--- config.mk ---
export PLATFORM = sky130hd
export DESIGN_NAME = datetime_string_validator_unit
export DESIGN_NICKNAME = d
export VERILOG_FILES = /design/src/hdl/dsv_pkg.sv /design/src/hdl/dsv_check.sv /design/src/hdl/dsv_out_buf.sv /design/src/hdl/datetime_string_validator_unit.sv
export SDC_FILE = /design/constraint.sdc
export NUM_CORES = 1
export LEC_CHECK = 0
export BUFFER_PORTS_ARGS = -buffer_cell sky130_fd_sc_hd__clkbuf_2
export CAP_MARGIN = 20
export CORE_MARGIN = 1
export CORE_UTILIZATION = 60
export DETAILED_ROUTE_END_ITERATION = 8
export PLACE_DENSITY = 0.87
export SETUP_SLACK_MARGIN = 0.15
export SLEW_MARGIN = 10
export SYNTH_ARGS = -nofsm -noshare
export SYNTH_HDL_FRONTEND = slang
export SYNTH_SLANG_ARGS = --single-unit
--- constraint.sdc ---
create_clock -name clk_i -period 3.6 [get_ports clk_i]
set_input_delay 1.08 -clock clk_i [delete_from_list [all_inputs] [get_ports clk_i]]
set_output_delay 1.08 -clock clk_i [all_outputs]
set_load 0.005 [all_outputs]
--- src/hdl/dsv_pkg.sv ---
// Package for the datetime string validator.
// Holds the word types, state type, error codes and check constants.
// Used by every module under hdl.
package dsv_pkg;

  localparam int unsigned PosW = 5;
  localparam int unsigned NumFlags = 9;

  localparam logic [PosW-1:0] StrLen  = PosW'(25);
  localparam logic [PosW-1:0] TypeIdx = PosW'(21);
  localparam logic [PosW-1:0] DotIdx  = PosW'(14);

  localparam logic [PosW-1:0] MonthIdx = PosW'(5);
  localparam logic [PosW-1:0] DayIdx   = PosW'(7);
  localparam logic [PosW-1:0] HourIdx  = PosW'(9);
  localparam logic [PosW-1:0] MinIdx   = PosW'(11);
  localparam logic [PosW-1:0] SecIdx   = PosW'(13);

  localparam logic [7:0] MonthMax  = 8'd12;
  localparam logic [7:0] DayMax    = 8'd31;
  localparam logic [7:0] HourMax   = 8'd24;
  localparam logic [7:0] MinSecMax = 8'd59;

  localparam logic [7:0] ChZero  = 8'h30;
  localparam logic [7:0] ChNine  = 8'h39;
  localparam logic [7:0] ChDot   = 8'h2e;
  localparam logic [7:0] ChColon = 8'h3a;
  localparam logic [7:0] ChPlus  = 8'h2b;
  localparam logic [7:0] ChMinus = 8'h2d;

  // flag bit positions
  localparam int unsigned FlgLen   = 0;
  localparam int unsigned FlgType  = 1;
  localparam int unsigned FlgDot   = 2;
  localparam int unsigned FlgDigit = 3;
  localparam int unsigned FlgMonth = 4;
  localparam int unsigned FlgDay   = 5;
  localparam int unsigned FlgHour  = 6;
  localparam int unsigned FlgMin   = 7;
  localparam int unsigned FlgSec   = 8;

  typedef enum logic [3:0] {
    ErrNone   = 4'd0,
    ErrLen    = 4'd1,
    ErrType   = 4'd2,
    ErrDot    = 4'd3,
    ErrDigit  = 4'd4,
    ErrMonth  = 4'd5,
    ErrDay    = 4'd6,
    ErrHour   = 4'd7,
    ErrMinute = 4'd8,
    ErrSecond = 4'd9
  } err_e;

  typedef struct packed {
    logic [7:0] char_in;
    logic       last_char;
  } in_t;

  typedef struct packed {
    logic       is_valid;
    logic       is_interval;
    logic [3:0] error_code;
  } out_t;

  typedef struct packed {
    logic [PosW-1:0]     pos;
    logic [3:0]          tens;
    logic [NumFlags-1:0] flags;
    logic                imk;
  } st_t;

  localparam st_t StReset = '{pos: '0, tens: '0, flags: '0, imk: 1'b1};

endpackage

--- src/hdl/dsv_check.sv ---
// Per-byte check logic: next scan state and the result for a final byte.
// Depends on dsv_pkg.
module dsv_check import dsv_pkg::*; (
  input  st_t  st_i,
  input  in_t  word_i,
  output st_t  st_o,
  output out_t res_o
);

  logic [7:0]          c;
  logic [3:0]          d;
  logic [7:0]          val;
  logic                dig;
  st_t                 nxt;
  logic [NumFlags-1:0] fin;
  logic                intv;
  logic [3:0]          code;

  always_comb begin
    c   = word_i.char_in;
    d   = c[3:0];
    val = 8'({4'b0, st_i.tens} * 8'd10) + {4'b0, d};
    dig = c inside {[ChZero:ChNine]};
    nxt = st_i;

    if (st_i.pos < StrLen) begin
      if (st_i.pos != DotIdx && st_i.pos != TypeIdx && !dig) nxt.flags[FlgDigit] = 1'b1;

      if (st_i.pos == DotIdx) begin
        if (c != ChDot) nxt.flags[FlgDot] = 1'b1;
      end else if (st_i.pos == TypeIdx) begin
        if (c == ChPlus || c == ChMinus) begin
          nxt.imk = 1'b0;
        end else if (c != ChColon) begin
          nxt.imk = 1'b0;
          nxt.flags[FlgType] = 1'b1;
        end
      end else if (st_i.pos > TypeIdx) begin
        if (c != ChZero && st_i.imk) begin
          nxt.imk = 1'b0;
          nxt.flags[FlgType] = 1'b1;
        end
      end

      case (st_i.pos)
        5'd4, 5'd6, 5'd8, 5'd10, 5'd12: nxt.tens = d;
        MonthIdx: if (val == 8'd0 || val > MonthMax) nxt.flags[FlgMonth] = 1'b1;
        DayIdx:   if (val == 8'd0 || val > DayMax) nxt.flags[FlgDay] = 1'b1;
        HourIdx:  if (val > HourMax) nxt.flags[FlgHour] = 1'b1;
        MinIdx:   if (val > MinSecMax) nxt.flags[FlgMin] = 1'b1;
        SecIdx:   if (val > MinSecMax) nxt.flags[FlgSec] = 1'b1;
        default: ;
      endcase

      nxt.pos = st_i.pos + PosW'(1);
    end else begin
      nxt.flags[FlgLen] = 1'b1;
    end

    fin = nxt.flags;
    if (nxt.pos != StrLen) fin[FlgLen] = 1'b1;
    intv = !fin[FlgLen] && nxt.imk;
    if (intv) begin
      fin[FlgMonth] = 1'b0;
      fin[FlgDay]   = 1'b0;
    end

    // lowest set flag wins
    code = ErrNone;
    for (int i = NumFlags - 1; i >= 0; i--) begin
      if (fin[i]) code = 4'(i + 1);
    end

    res_o.is_valid    = (code == ErrNone);
    res_o.is_interval = intv;
    res_o.error_code  = code;
    st_o = word_i.last_char ? StReset : nxt;
  end

endmodule

--- src/hdl/dsv_out_buf.sv ---
// Two-entry result buffer: output register plus skid register.
// Depends on dsv_pkg.
module dsv_out_buf import dsv_pkg::*; (
  input  logic clk_i,
  input  logic rst_ni,
  input  logic push_i,
  input  out_t data_i,
  output logic full_o,
  output logic valid_o,
  input  logic stall_i,
  output out_t data_o
);

  logic main_vld_q, main_vld_d;
  logic skid_vld_q, skid_vld_d;
  out_t main_q, main_d;
  out_t skid_q, skid_d;
  logic pop;

  assign pop = main_vld_q && !stall_i;

  always_comb begin
    main_vld_d = main_vld_q;
    skid_vld_d = skid_vld_q;
    main_d     = main_q;
    skid_d     = skid_q;
    if (skid_vld_q) begin
      if (pop) begin
        main_d     = skid_q;
        skid_vld_d = 1'b0;
      end
    end else begin
      main_vld_d = push_i || (main_vld_q && !pop);
      if (push_i && (!main_vld_q || pop)) main_d = data_i;
      if (push_i && main_vld_q && !pop) begin
        skid_vld_d = 1'b1;
        skid_d     = data_i;
      end
    end
  end

  always_ff @(posedge clk_i or negedge rst_ni) begin
    if (!rst_ni) begin
      main_vld_q <= 1'b0;
      skid_vld_q <= 1'b0;
    end else begin
      main_vld_q <= main_vld_d;
      skid_vld_q <= skid_vld_d;
    end
  end

  always_ff @(posedge clk_i) begin
    main_q <= main_d;
    skid_q <= skid_d;
  end

  assign full_o  = skid_vld_q;
  assign valid_o = main_vld_q;
  assign data_o  = main_q;

endmodule

--- src/hdl/datetime_string_validator_unit.sv ---
// Datetime string validator, top level: scan state register, check logic, result buffer.
// Takes one byte per cycle unless stalled; the last byte's result word is registered.
// Throughput 1 byte/cycle unless stalled; state-to-result check logic is combinational.
// Input stalls while both result registers are full; releases the cycle after a word leaves.
// Async active-low reset clears scan state (position 0, flags clear) and empties the buffer.
// Depends on dsv_pkg, dsv_check, dsv_out_buf.
module datetime_string_validator_unit import dsv_pkg::*; (
  input  logic clk_i,
  input  logic rst_ni,
  input  logic in_valid_i,
  output logic in_stall_o,
  input  in_t  in_word_i,
  output logic out_valid_o,
  input  logic out_stall_i,
  output out_t out_word_o
);

  st_t  st_q, st_d, st_nxt;
  out_t res;
  logic acc;
  logic full;

  assign in_stall_o = full;
  assign acc        = in_valid_i && !full;

  dsv_check u_check (
    .st_i   (st_q),
    .word_i (in_word_i),
    .st_o   (st_nxt),
    .res_o  (res)
  );

  assign st_d = acc ? st_nxt : st_q;

  always_ff @(posedge clk_i or negedge rst_ni) begin
    if (!rst_ni) begin
      st_q <= StReset;
    end else begin
      st_q <= st_d;
    end
  end

  dsv_out_buf u_out (
    .clk_i   (clk_i),
    .rst_ni  (rst_ni),
    .push_i  (acc && in_word_i.last_char),
    .data_i  (res),
    .full_o  (full),
    .valid_o (out_valid_o),
    .stall_i (out_stall_i),
    .data_o  (out_word_o)
  );

endmodule

# Word-level counts from Yosys, hierarchy flattened
# Index checks and enable logic that the tools add are counted.
# word_totals
ff_bits	33
latch_bits	0
ram_bits	0
mem_bits_ro	0
inputBits	13
out_inout_bits	8
word_cells	124
memories	0
# classes
add_sub_neg	2
n_mul	1
n_div	0
n_lt_le_gt_ge	8
n_eq_ne	21
n_shift	0
muxes	47
bitwise_logic	1
n_reduce_logical	32
# ops
cell	n
$mux 4	10
$eq 5x4->1 const B	7
$mux 1	31
$ne 8x6->1 const B	3
$eq 5x3->1 const B	4
$mux 19	1
$mux 6	3
$mux 17	1
$eq 8x6->1 const B	2
$gt 8x5->1 const B	2
$logic_and 1x1->1	12
$ne 5x5->1 const B	2
$add 8x4->8	1
$ge 8x6->1 const B	1
$gt 8x4->1 const B	1
$gt 8x6->1 const B	1
$le 8x6->1 const B	1
$logic_not 8->1	1
$mul 4x3->7 const B	1
$logic_not 1->1	6
$reduce_bool 2->1	3
$add 5x1->5 const B	1
$eq 5x5->1 const B	1
$gt 5x5->1 const B	1
10 further kinds	15

# Depth between registers and ports, before layout
# Gate-level depths: netlist of run 1.
# depth
word_depth	21
mapped_depth	11

# Modules after synthesis
# A second synthesis of run 1 with hierarchy kept.
# unflattened
hier_cells	255
area_unflattened_um2	2600.0
# modules_own_cells
module	n_inst	cells_each	area_each_um2
dsv_check	1	182	1224.9
datetime_string_validator_unit	1	42	804.5
dsv_out_buf	1	31	570.5

# Worst setup path after synthesis of run 1
# Ideal clock, no wire load.
# synth_path
kind	input to register
startpoint	input in_word_i[2] (netlist bit)
endpoint	register u_out.main_q, in the netlist u_out.data_o[5] (data pin)
setup_ns	0.269
arrival_ns	3.284
slack_ns	0.047
cell_stages	11
path_buffers	0
cell_sequence	ha_1 > inv_1 > fa_1 > nor2b_1 > o21ai_0 > mux2_2 > a21o_1 > a31oi_1 > o21ai_2 > a211oi_2 > o41ai_2
# synth_lines
item	line_no	text
start, declared	datetime_string_validator_unit.sv:12	input in_t in_word_i,
end signal, assigned	dsv_out_buf.sv:53	main_q <= main_d;
end, declared	dsv_out_buf.sv:16	out_t main_q, main_d;

==> flow_summary.ini, run 1 <==
[clock_network]
root_buffer = clkbuf_8
clock-sinks = 33
insertion_delay_ns = 0.29
h-tree-depth = 2
numCtsBuffers = 5
cts_tree = done
hold_buffers = 0
clk_pin_slew_ns = 0.07
cts_buffer_depth = 2

[worst_setup_path]
critical-path-top-delay-family = compound AO/OA/AOI/OAI gates
worstPathMaxFanout = 4
path_class = input port to flop
r2r_slack_ns = 0.15
slowest_stage = a221oi_2
crit_path_max_incr_delay_ns = 0.38
end_kind = flop
required_ns = 3.64
crit_cells = 12
rr_endpoint = u_out.data_o[0]$_DFFE_PP_
path_cells = buf_4 > ha_4 > inv_2 > fa_2 > buf_4 > xnor2_2 > nor2b_1 > a221oi_2 > a31oi_4 > a41oi_2 > o211ai_2 > mux2_4
cpMostUsedCell = buf_4
startpoint_type = input port
rr_worst_depth = 11
crit_buf_inv = 3
crit_end = u_out.data_o[0]$_DFFE_PP_
regToRegStartpoint = st_q[13]$_DFFE_PN0P_
arrival_ns = 3.50
crit_start = in_word_i[2]

[synth]
synth_edf_count = 12
syn_inst = 244
synth.top_cells.by_area = dfrtp_1 (21%), edfxtp_1 (15%), ha_1 (5.8%)
yosysSeqAreaShare_pct = 37.67
synth_fp_nets = 270
synth-seq-cells = 33
yosysWarningCount = 0
yosys.area.top_type = dfrtp_1
synth_top_area_share_pct = 21.25
ys_types = 67
synth_most_common_cell = nor2_1
ys_top_cells_by_count = nor2_1 (21), dfrtp_1 (20), a21oi_1 (19), nand2_1 (19), inv_1 (13)
synthArstFlopShare_pct = 63.64
yosys_most_used_dff = dfrtp_1
synth.avg_cell_area_um2 = 9.651
synth_area_mm2 = 0.002355

[grt]
grt_overflow_total = 0
grt_start_max_net_pins = 22
grt_pass1_vias = 2076
antenna_found_initial = 0
grt_pass1_wl_um = 9998
grt_usage_pct = 31.65

[floorplanning]
fp.dieH_um = 64.65
initial_utilization_pct = 63.37
core.rowCount = 22
ioPinCount = 21
coreArea_mm2 = 0.003716
die_x_um = 64.65
die_area_mm2 = 0.004179

[finish]
regArea_um2 = 887.1
diodes = 0
drive_gt1_share_pct = 32.40
fin_cells = 335
multi_input_area_mm2 = 0.001501
fillers = 222
fin_nets = 312
post-route-util_pct = 78.22
syn2layout_area_growth_pct = 23.43

[hold_path]
hold_class = flop to flop

[detailed_routing]
wl_per_cell_um = 19.56
top_layer_used = met4
drt_iter0_drc = 277
drt_first_pass_iters = 5
viasPerCell = 6.606
wirelength_um = 6551
wl_met2_um = 3301
dr_total_vias = 2213
ant_nets = 0
drc = 0
met1_length_um = 2732
wl_met3_um = 363

[power_and_ir_drop]
ir_drop_uv = 332.1
power.density_mw_per_mm2 = 530.3
power.leakage_nw = 1.206

[place]
place.port_buffers = 20
hpwl_um = 4062
placed_cells = 320
place_congestion = 0.8821

[sta]
fmax_ghz = 0.2889
clock_skew_ns = 0.003234
tns_ns = 0
finalCritPeriodShare_pct = 96.15
finalHoldViolCount = 0
worstMarginPinSlew_ns = 0.8038
setup-violations-final = 0
slew_violations = 0
fin_crit_ns = 3.462
slew_headroom_pct = 45.92
rsz0062_at_grt = true

[outcome]
status = completed

[run]
cap_violations = 0
[metrics by stage]
stage               total power [W]  hold slack, ns  area (µm²)  setup WS [ns]
global route               0.001610          0.5205        2907        0.06281
global placement           0.001020          0.4772        2630        -0.1067
detailed placement         0.001039          0.4861        2630        -0.1452
CTS                        0.001468          0.4944        2801         0.1514
finish                     0.001541          0.4925        2907         0.1385
floorplan                 0.0008774          0.4651        2382         0.1470
[registers in the layout (all words and copies together), names as in the netlist]
name,count
u_out.valid_o,1
u_out.data_o,6
u_out.full_o,1
u_out.skid_q,6
st_q,19
[power by group]
part,internal [W],total [W],switching (W)
clock network,0.000275,0.000417,0.000142
logic,0.000241,0.000567,0.000326
registers,0.000456,0.000558,0.000102
[area by class of cell]
cell class / instances / area share, %
multi-input cells: 190 / 51.66
flip-flops and latches: 33 / 30.52
repair buffers: 43 / 9.471
clock buffers: 5 / 2.368
clock inverters: 3 / 2.238
well taps: 48 / 2.066
inverters: 13 / 1.679
[kinds of logic (layout without fill, tap and decap cells)]
logic type,after synthesis,after routing,synth area share (%)
compound gates,79,79,26.30
fa+ha+maj,13,13,7.545
mux,5,5,2.391
simple gates,88,88,20.78
flops,33,33,37.67
xor+xnor,5,5,1.860
buf+inv,21,64,3.454
[worst min-delay path by stage]
stage	cells past startpoint	end	start	slack, ns
final	2	st_q[0]$_DFFE_PN1P_	st_q[0]$_DFFE_PN1P_	0.49
after global routing	2	st_q[0]$_DFFE_PN1P_	st_q[0]$_DFFE_PN1P_	0.52
after CTS	2	st_q[0]$_DFFE_PN1P_	st_q[0]$_DFFE_PN1P_	0.49
after detailed placement	2	st_q[0]$_DFFE_PN1P_	st_q[0]$_DFFE_PN1P_	0.49
after global placement	2	st_q[0]$_DFFE_PN1P_	st_q[0]$_DFFE_PN1P_	0.48
after floorplan	2	st_q[0]$_DFFE_PN1P_	st_q[0]$_DFFE_PN1P_	0.47
[worst min-delay path, cell delays in order (launching register included)]
cell and delay [ns]:
dfstp_2 0.38, o31ai_1 0.06, nand2_1 0.05
[cells in the final DEF, fill, tap and decap left out, types with 4 or more instances in the layout]
master and count:
a211o_1 4, clkbuf_8 5, a22o_1 5, nor2b_1 8, nor2_1 21, nand3_1 6
edfxtp_1 12, ha_1 9, a21o_1 4, dfrtp_1 20, o21ai_0 8, inv_1 12
buf_4 24, nand2_1 18, a21oi_1 18, clkbuf_2 19
[layer usage]
layer	GRT usage, %	vias up
li1	-	1005
met2	52.11	110
met5	0	-
met4	12.50	0
met1	41.46	1081
met3	5.282	17
[what timing repair did]
| item | in CTS | in global routing |
|---|---|---|
| endpoints found under the hold margin | 0 | 0 |
| gates cloned | 0 | 0 |
| setup buffers | 3 | 4 |
| gates resized for setup | 4 | 13 |
| setup endpoints to repair | 4 | 7 |
| pin swaps | 5 | 15 |
No activity file was read; power rests on OpenSTA's default activity.
==> inputs of run 2 (changes only) <==
--- a/config.mk
+++ b/config.mk
@@ -9,6 +9,8 @@
 export CAP_MARGIN = 20
 export CORE_MARGIN = 1
 export CORE_UTILIZATION = 60
+export CTS_BUF_LIST = sky130_fd_sc_hd__clkbuf_16
+export CTS_CLUSTER_SIZE = 20
 export DETAILED_ROUTE_END_ITERATION = 8
 export PLACE_DENSITY = 0.87
 export SETUP_SLACK_MARGIN = 0.15
==> run 2 against run 1 <==
Clock skew is essentially flat; clock power up 34%; sequential cell count unchanged; core utilization up 2.3 points; die area did not move; largest power group unchanged; highest routed layer unchanged.
==> flow_summary.ini, run 2 (synthesized netlist as in run 1, its figures left out) <==
[outcome]
status = completed

[grt]
grt_start_max_net_pins = 22
grt_pass1_vias = 2104
grt_usage_pct = 33.00
met1_usage_pct = 42.12
top_usage_layer = met2
grt_overflow_total = 0
grt_pass1_wl_um = 10250
antenna_found_initial = 0
use_met2_pct = 53.82
use_met3_pct = 7.570

[finish]
fillers = 202
drive_gt1_share_pct = 32.29
largest_register_ff_count = 19
layout_commonest_cell = buf_4
layout_common_cells = buf_4 (24), nor2_1 (21), clkbuf_2 (20), dfrtp_1 (20), a21oi_1 (19)
finalInstanceArea_mm2 = 0.002992
fin_nets = 313
diodes = 0
largest_register = st_q
syn2layout_area_growth_pct = 27.05
regArea_um2 = 887.1
multi_input_area_mm2 = 0.001525
post-route-util_pct = 80.51

[place]
hpwl_um = 4062
place.port_buffers = 20
place_congestion = 0.8821
pre_cts_ws_ns = -0.1452
placed_area_mm2 = 0.002630

[floorplanning]
fp.dieH_um = 64.65
die_area_mm2 = 0.004179
die_x_um = 64.65
core.rowCount = 22
initial_utilization_pct = 63.37
ioPinCount = 21
coreArea_mm2 = 0.003716

[worst_setup_path]
rr_worst_depth = 11
required_ns = 3.63
rr_endpoint = u_out.data_o[0]$_DFFE_PP_
worstPathMaxFanout = 4
crit_path_max_incr_delay_ns = 0.53
regToRegStartpoint = st_q[11]$_DFFE_PN0P_
crit_end = u_out.data_o[0]$_DFFE_PP_
path_class = input port to flop
end_kind = flop
crit_start = in_word_i[2]
slowest_stage = fa_2
r2r_slack_ns = 0.14
startpoint_type = input port
arrival_ns = 3.51
path_cells = clkbuf_2 > ha_4 > inv_2 > fa_2 > or3b_4 > nand2_2 > o22ai_1 > a21oi_1 > a31o_2 > o21a_1 > o211ai_2 > mux2_4

[detailed_routing]
viasPerCell = 6.744
dr_total_vias = 2266
drt_iter0_drc = 278
drc = 0
ant_nets = 0
wl_per_cell_um = 20.26
wirelength_um = 6809
drt_first_pass_iters = 5

[sta]
fin_crit_ns = 3.475
clock_skew_ns = 0.003516
fmax_ghz = 0.2877
finalCritPeriodShare_pct = 96.54
finalHoldViolCount = 0
slew_violations = 0
worstMarginPinSlew_ns = 0.8349
tns_ns = 0
setup-violations-final = 0
worst_slack_ns = 0.1245
rsz0062_at_grt = true
slew_headroom_pct = 43.83

[power_and_ir_drop]
p_seq_share_pct = 32.6
power.leakage_nw = 1.241
comb_power_share_pct = 35.0
pwr-share-clk_pct = 32.5
p_sw_share_pct = 35.15
power.density_mw_per_mm2 = 574.3
ir_drop_uv = 382.8
p_switching_w = 0.0006039
p_int_w = 0.001114

[clock_network]
clk_pin_slew_ns = 0.05
numCtsBuffers = 5
clock-sinks = 33
insertion_delay_ns = 0.29
cts_buffer_depth = 2
h-tree-depth = 2
cts_tree = done
root_buffer = clkbuf_16

[run]
cap_violations = 0

[hold_path]
hold_class = flop to flop
-- run 2: metal layers --
metal	up-vias	part of all wire, %	wire length [µm]
met5	-	0	0
met4	0	4.0	270
met3	31	7.2	487
met2	123	49	3307
met1	1102	40	2744
li1	1010	-	-
-- run 2: repair_timing --
| item | in CTS | in global routing |
|---|---|---|
| pin swaps | 6 | 16 |
| setup endpoints to repair | 3 | 7 |
| resized for setup | 3 | 14 |
| setup buffers | 3 | 5 |
| hold buffers | 0 | 0 |
-- run 2: how the worst min path moves through the flow --
stage                   startpoint             endpoint  depth (start not counted)
5_1_grt        st_q[0]$_DFFE_PN1P_  st_q[0]$_DFFE_PN1P_                          2
3_3_place_gp   st_q[0]$_DFFE_PN1P_  st_q[0]$_DFFE_PN1P_                          2
4_1_cts        st_q[0]$_DFFE_PN1P_  st_q[0]$_DFFE_PN1P_                          2
6_report       st_q[0]$_DFFE_PN1P_  st_q[0]$_DFFE_PN1P_                          2
2_1_floorplan  st_q[0]$_DFFE_PN1P_  st_q[0]$_DFFE_PN1P_                          2
3_5_place_dp   st_q[0]$_DFFE_PN1P_  st_q[0]$_DFFE_PN1P_                          2
-- run 2: final cells by class --
| type | count | share of cell area [%] |
|---|---|---|
| Multi-Input combinational cell | 190 | 50.98 |
| Sequential cell | 33 | 29.65 |
| Timing Repair Buffer | 44 | 9.368 |
| Clock buffer | 5 | 4.182 |
| Clock inverter | 3 | 2.175 |
| Tap cell | 48 | 2.008 |
| Inverter | 13 | 1.631 |
-- run 2: stage by stage --
step / hold slack, ns / power, W / cells
2_1_floorplan: 0.4651 / 0.0008774 / 244
3_3_place_gp: 0.4772 / 0.001020 / 320
3_5_place_dp: 0.4861 / 0.001039 / 320
4_1_cts: 0.4919 / 0.001605 / 331
5_1_grt: 0.5179 / 0.001781 / 336
6_report: 0.4915 / 0.001718 / 336
-- run 2: power by group through the flow --
stage | Sequential, W | Combinational [W] | Clock, W
CTS | 0.000552 | 0.000498 | 0.000554
detailed placement | 0.000559 | 0.000480 | 0
global placement | 0.000553 | 0.000467 | 0
finish | 0.000560 | 0.000601 | 0.000558
global route | 0.000571 | 0.000638 | 0.000572
floorplan | 0.000517 | 0.000360 | 0
-- run 2: worst max-delay path, delay by kind of cell --
family	cells	cell delay, ns
adder cells (fa/ha/maj)	2	0.67
multiplexers	1	0.32
AND/OR/NAND/NOR	2	0.47
AO/OA/AOI/OAI	5	0.80
buffers and inverters	2	0.16
==> inputs of run 3 (changes only) <==
--- a/config.mk
+++ b/config.mk
@@ -7,12 +7,14 @@
 export LEC_CHECK = 0
 export BUFFER_PORTS_ARGS = -buffer_cell sky130_fd_sc_hd__clkbuf_2
 export CAP_MARGIN = 20
+export CELL_PAD_IN_SITES_DETAIL_PLACEMENT = 0
+export CELL_PAD_IN_SITES_GLOBAL_PLACEMENT = 1
 export CORE_MARGIN = 1
-export CORE_UTILIZATION = 60
+export CORE_UTILIZATION = 46
 export CTS_BUF_LIST = sky130_fd_sc_hd__clkbuf_16
 export CTS_CLUSTER_SIZE = 20
 export DETAILED_ROUTE_END_ITERATION = 8
-export PLACE_DENSITY = 0.87
+export PLACE_DENSITY_LB_ADDON = 0.1
 export SETUP_SLACK_MARGIN = 0.15
 export SLEW_MARGIN = 10
 export SYNTH_ARGS = -nofsm -noshare
==> run 3 against run 2 <==
Die area grew 29%; global-route usage down 8.9 points; critical endpoint unchanged; routed wire length down 13%; clock skew barely moved.
==> flow_summary.ini, run 3 (synthesized netlist as in run 1, its figures left out) <==
[outcome]
status = completed

[clock_network]
insertion_delay_ns = 0.27
h-tree-depth = 2
cts_buffer_depth = 2
hold_buffers = 0
root_buffer = clkbuf_16
clk_pin_slew_ns = 0.05
clock-sinks = 33
cts_tree = done
numCtsBuffers = 5

[sta]
slew_headroom_pct = 45.68
finalCritPeriodShare_pct = 93.76
fmax_ghz = 0.2963
rsz0062_at_grt = false
worstMarginPinSlew_ns = 0.8118
clock_skew_ns = 0.003354
fin_crit_ns = 3.376
slew_violations = 0
fin_hold_ws_ns = 0.4893
finalHoldViolCount = 0
setup-violations-final = 0

[finish]
drive_gt1_share_pct = 32.75
largest_register_ff_count = 19
largest_register = st_q
fillers = 454
layout_common_cells = buf_4 (22), nor2_1 (20), clkbuf_2 (20), a21oi_1 (19), dfrtp_1 (19)
diodes = 0
layout_commonest_cell = buf_4
syn2layout_area_growth_pct = 26.51
post-route-util_pct = 61.84
fin_nets = 312

[worst_setup_path]
startpoint_type = input port
worstPathMaxFanout = 4
arrival_ns = 3.40
end_kind = flop
rr_worst_depth = 11
required_ns = 3.63
path_class = input port to flop
rr_endpoint = u_out.data_o[0]$_DFFE_PP_
r2r_slack_ns = 0.26
regToRegStartpoint = st_q[11]$_DFFE_PN0P_

[power_and_ir_drop]
p_switching_w = 0.0005731
pwr-share-clk_pct = 26.1
p_sw_share_pct = 37.05
power.leakage_nw = 1.222
ir_drop_uv = 255.4
power.density_mw_per_mm2 = 519.2
comb_power_share_pct = 37.9
p_seq_share_pct = 36.0
p_int_w = 0.0009737

[detailed_routing]
drt_iter0_drc = 150
wl_per_cell_um = 16.80
drt_first_pass_iters = 4
dr_total_vias = 2053
wirelength_um = 5946
ant_nets = 0
drc = 0
viasPerCell = 5.799

[floorplanning]
coreArea_mm2 = 0.004817
die_x_um = 73.55
core.rowCount = 25
initial_utilization_pct = 48.88
fp.dieH_um = 73.55
ioPinCount = 21
die_area_mm2 = 0.005409

[hold_path]
hold_start = st_q[0]$_DFFE_PN1P_
min_to = st_q[0]$_DFFE_PN1P_
hold_class = flop to flop
holdPathStages = 2

[grt]
grt_usage_pct = 24.09
top_usage_layer = met2
grt_pass1_wl_um = 9763
use_met2_pct = 37.21
grt_start_max_net_pins = 22
grt_pass1_vias = 1969
grt_overflow_total = 0
use_met3_pct = 2.881
antenna_found_initial = 0
met1_usage_pct = 34.78

[run]
cap_violations = 0

[place]
hpwl_um = 4226
place_congestion = 0.8201
place.port_buffers = 20
==> run 3: cell types whose count changed in the layout (fill, tap and decap cells not counted), sizes merged <==
cell,before,now
inv,13,14
buf,24,23
clkinv,1,2
bufinv,2,0
==> run 3: power by group through the flow <==
stage                     clock (W)  combinational [W]  sequential (W)
final                      0.000403           0.000587        0.000557
after floorplan                   0           0.000360        0.000517
after detailed placement          0           0.000485        0.000560
after CTS                  0.000409           0.000492        0.000555
after global placement            0           0.000484        0.000559
after global routing       0.000424           0.000651        0.000571
==> run 3: cell type report <==
type	instances	area, µm²	share of cell area (%)
clock inverters	3	13.76	0.4620
flip-flops and latches	33	888.4	29.82
inverters	13	48.80	1.638
multi-input cells	190	1543	51.78
repair buffers	43	276.5	9.282
well taps	67	83.83	2.814
clock buffers	5	125.1	4.200
==> run 3: through the flow <==
stage          worst slack, ns  total power, W  cells  TNS, ns  cell area (µm²)
2_1_floorplan           0.1470       0.0008774    244        0             2382
3_3_place_gp           -0.1066        0.001043    341  -0.3530             2669
3_5_place_dp           -0.1876        0.001045    341  -0.6009             2669
4_1_cts                 0.1687        0.001455    349        0             2823
5_1_grt                 0.1396        0.001646    354        0             2979
6_report                0.2245        0.001547    354        0             2979
==> run 3: metal layers <==
layer	vias up	routed length, µm
met5	-	0
met4	0	114
met3	13	193
met2	46	2797
met1	993	2840
li1	1001	-
==> run 3: how the worst max path moves through the flow <==
stage	slack [ns]	end	start	cells past startpoint
final	0.22	u_out.data_o[0]$_DFFE_PP_	in_word_i[2]	12
after global routing	0.14	u_out.data_o[2]$_DFFE_PP_	in_word_i[2]	12
after CTS	0.17	u_out.data_o[5]$_DFFE_PP_	in_word_i[2]	12
after detailed placement	-0.19	u_out.data_o[5]$_DFFE_PP_	in_word_i[2]	13
after global placement	-0.11	u_out.data_o[5]$_DFFE_PP_	in_word_i[2]	13
after floorplan	0.15	u_out.data_o[5]$_DFFE_PP_	in_word_i[2]	11
==> run 3: timing repair <==
action | 4_1_cts | 5_1_grt
gates resized for setup | 2 | 19
cloned | 0 | 0
buffers inserted | 0 | 5
pin swaps | 0 | 14
setup endpoints to repair | 3 | 8
==> run 3: critical path, cell delays in order <==
cell	delay [ns]
clkbuf_2	0.11
ha_4	0.14
inv_2	0.03
fa_2	0.36
buf_4	0.17
xnor2_4	0.21
nor2b_1	0.11
a221oi_2	0.36
a31oi_4	0.16
a41oi_2	0.22
o211ai_2	0.14
mux2_4	0.30
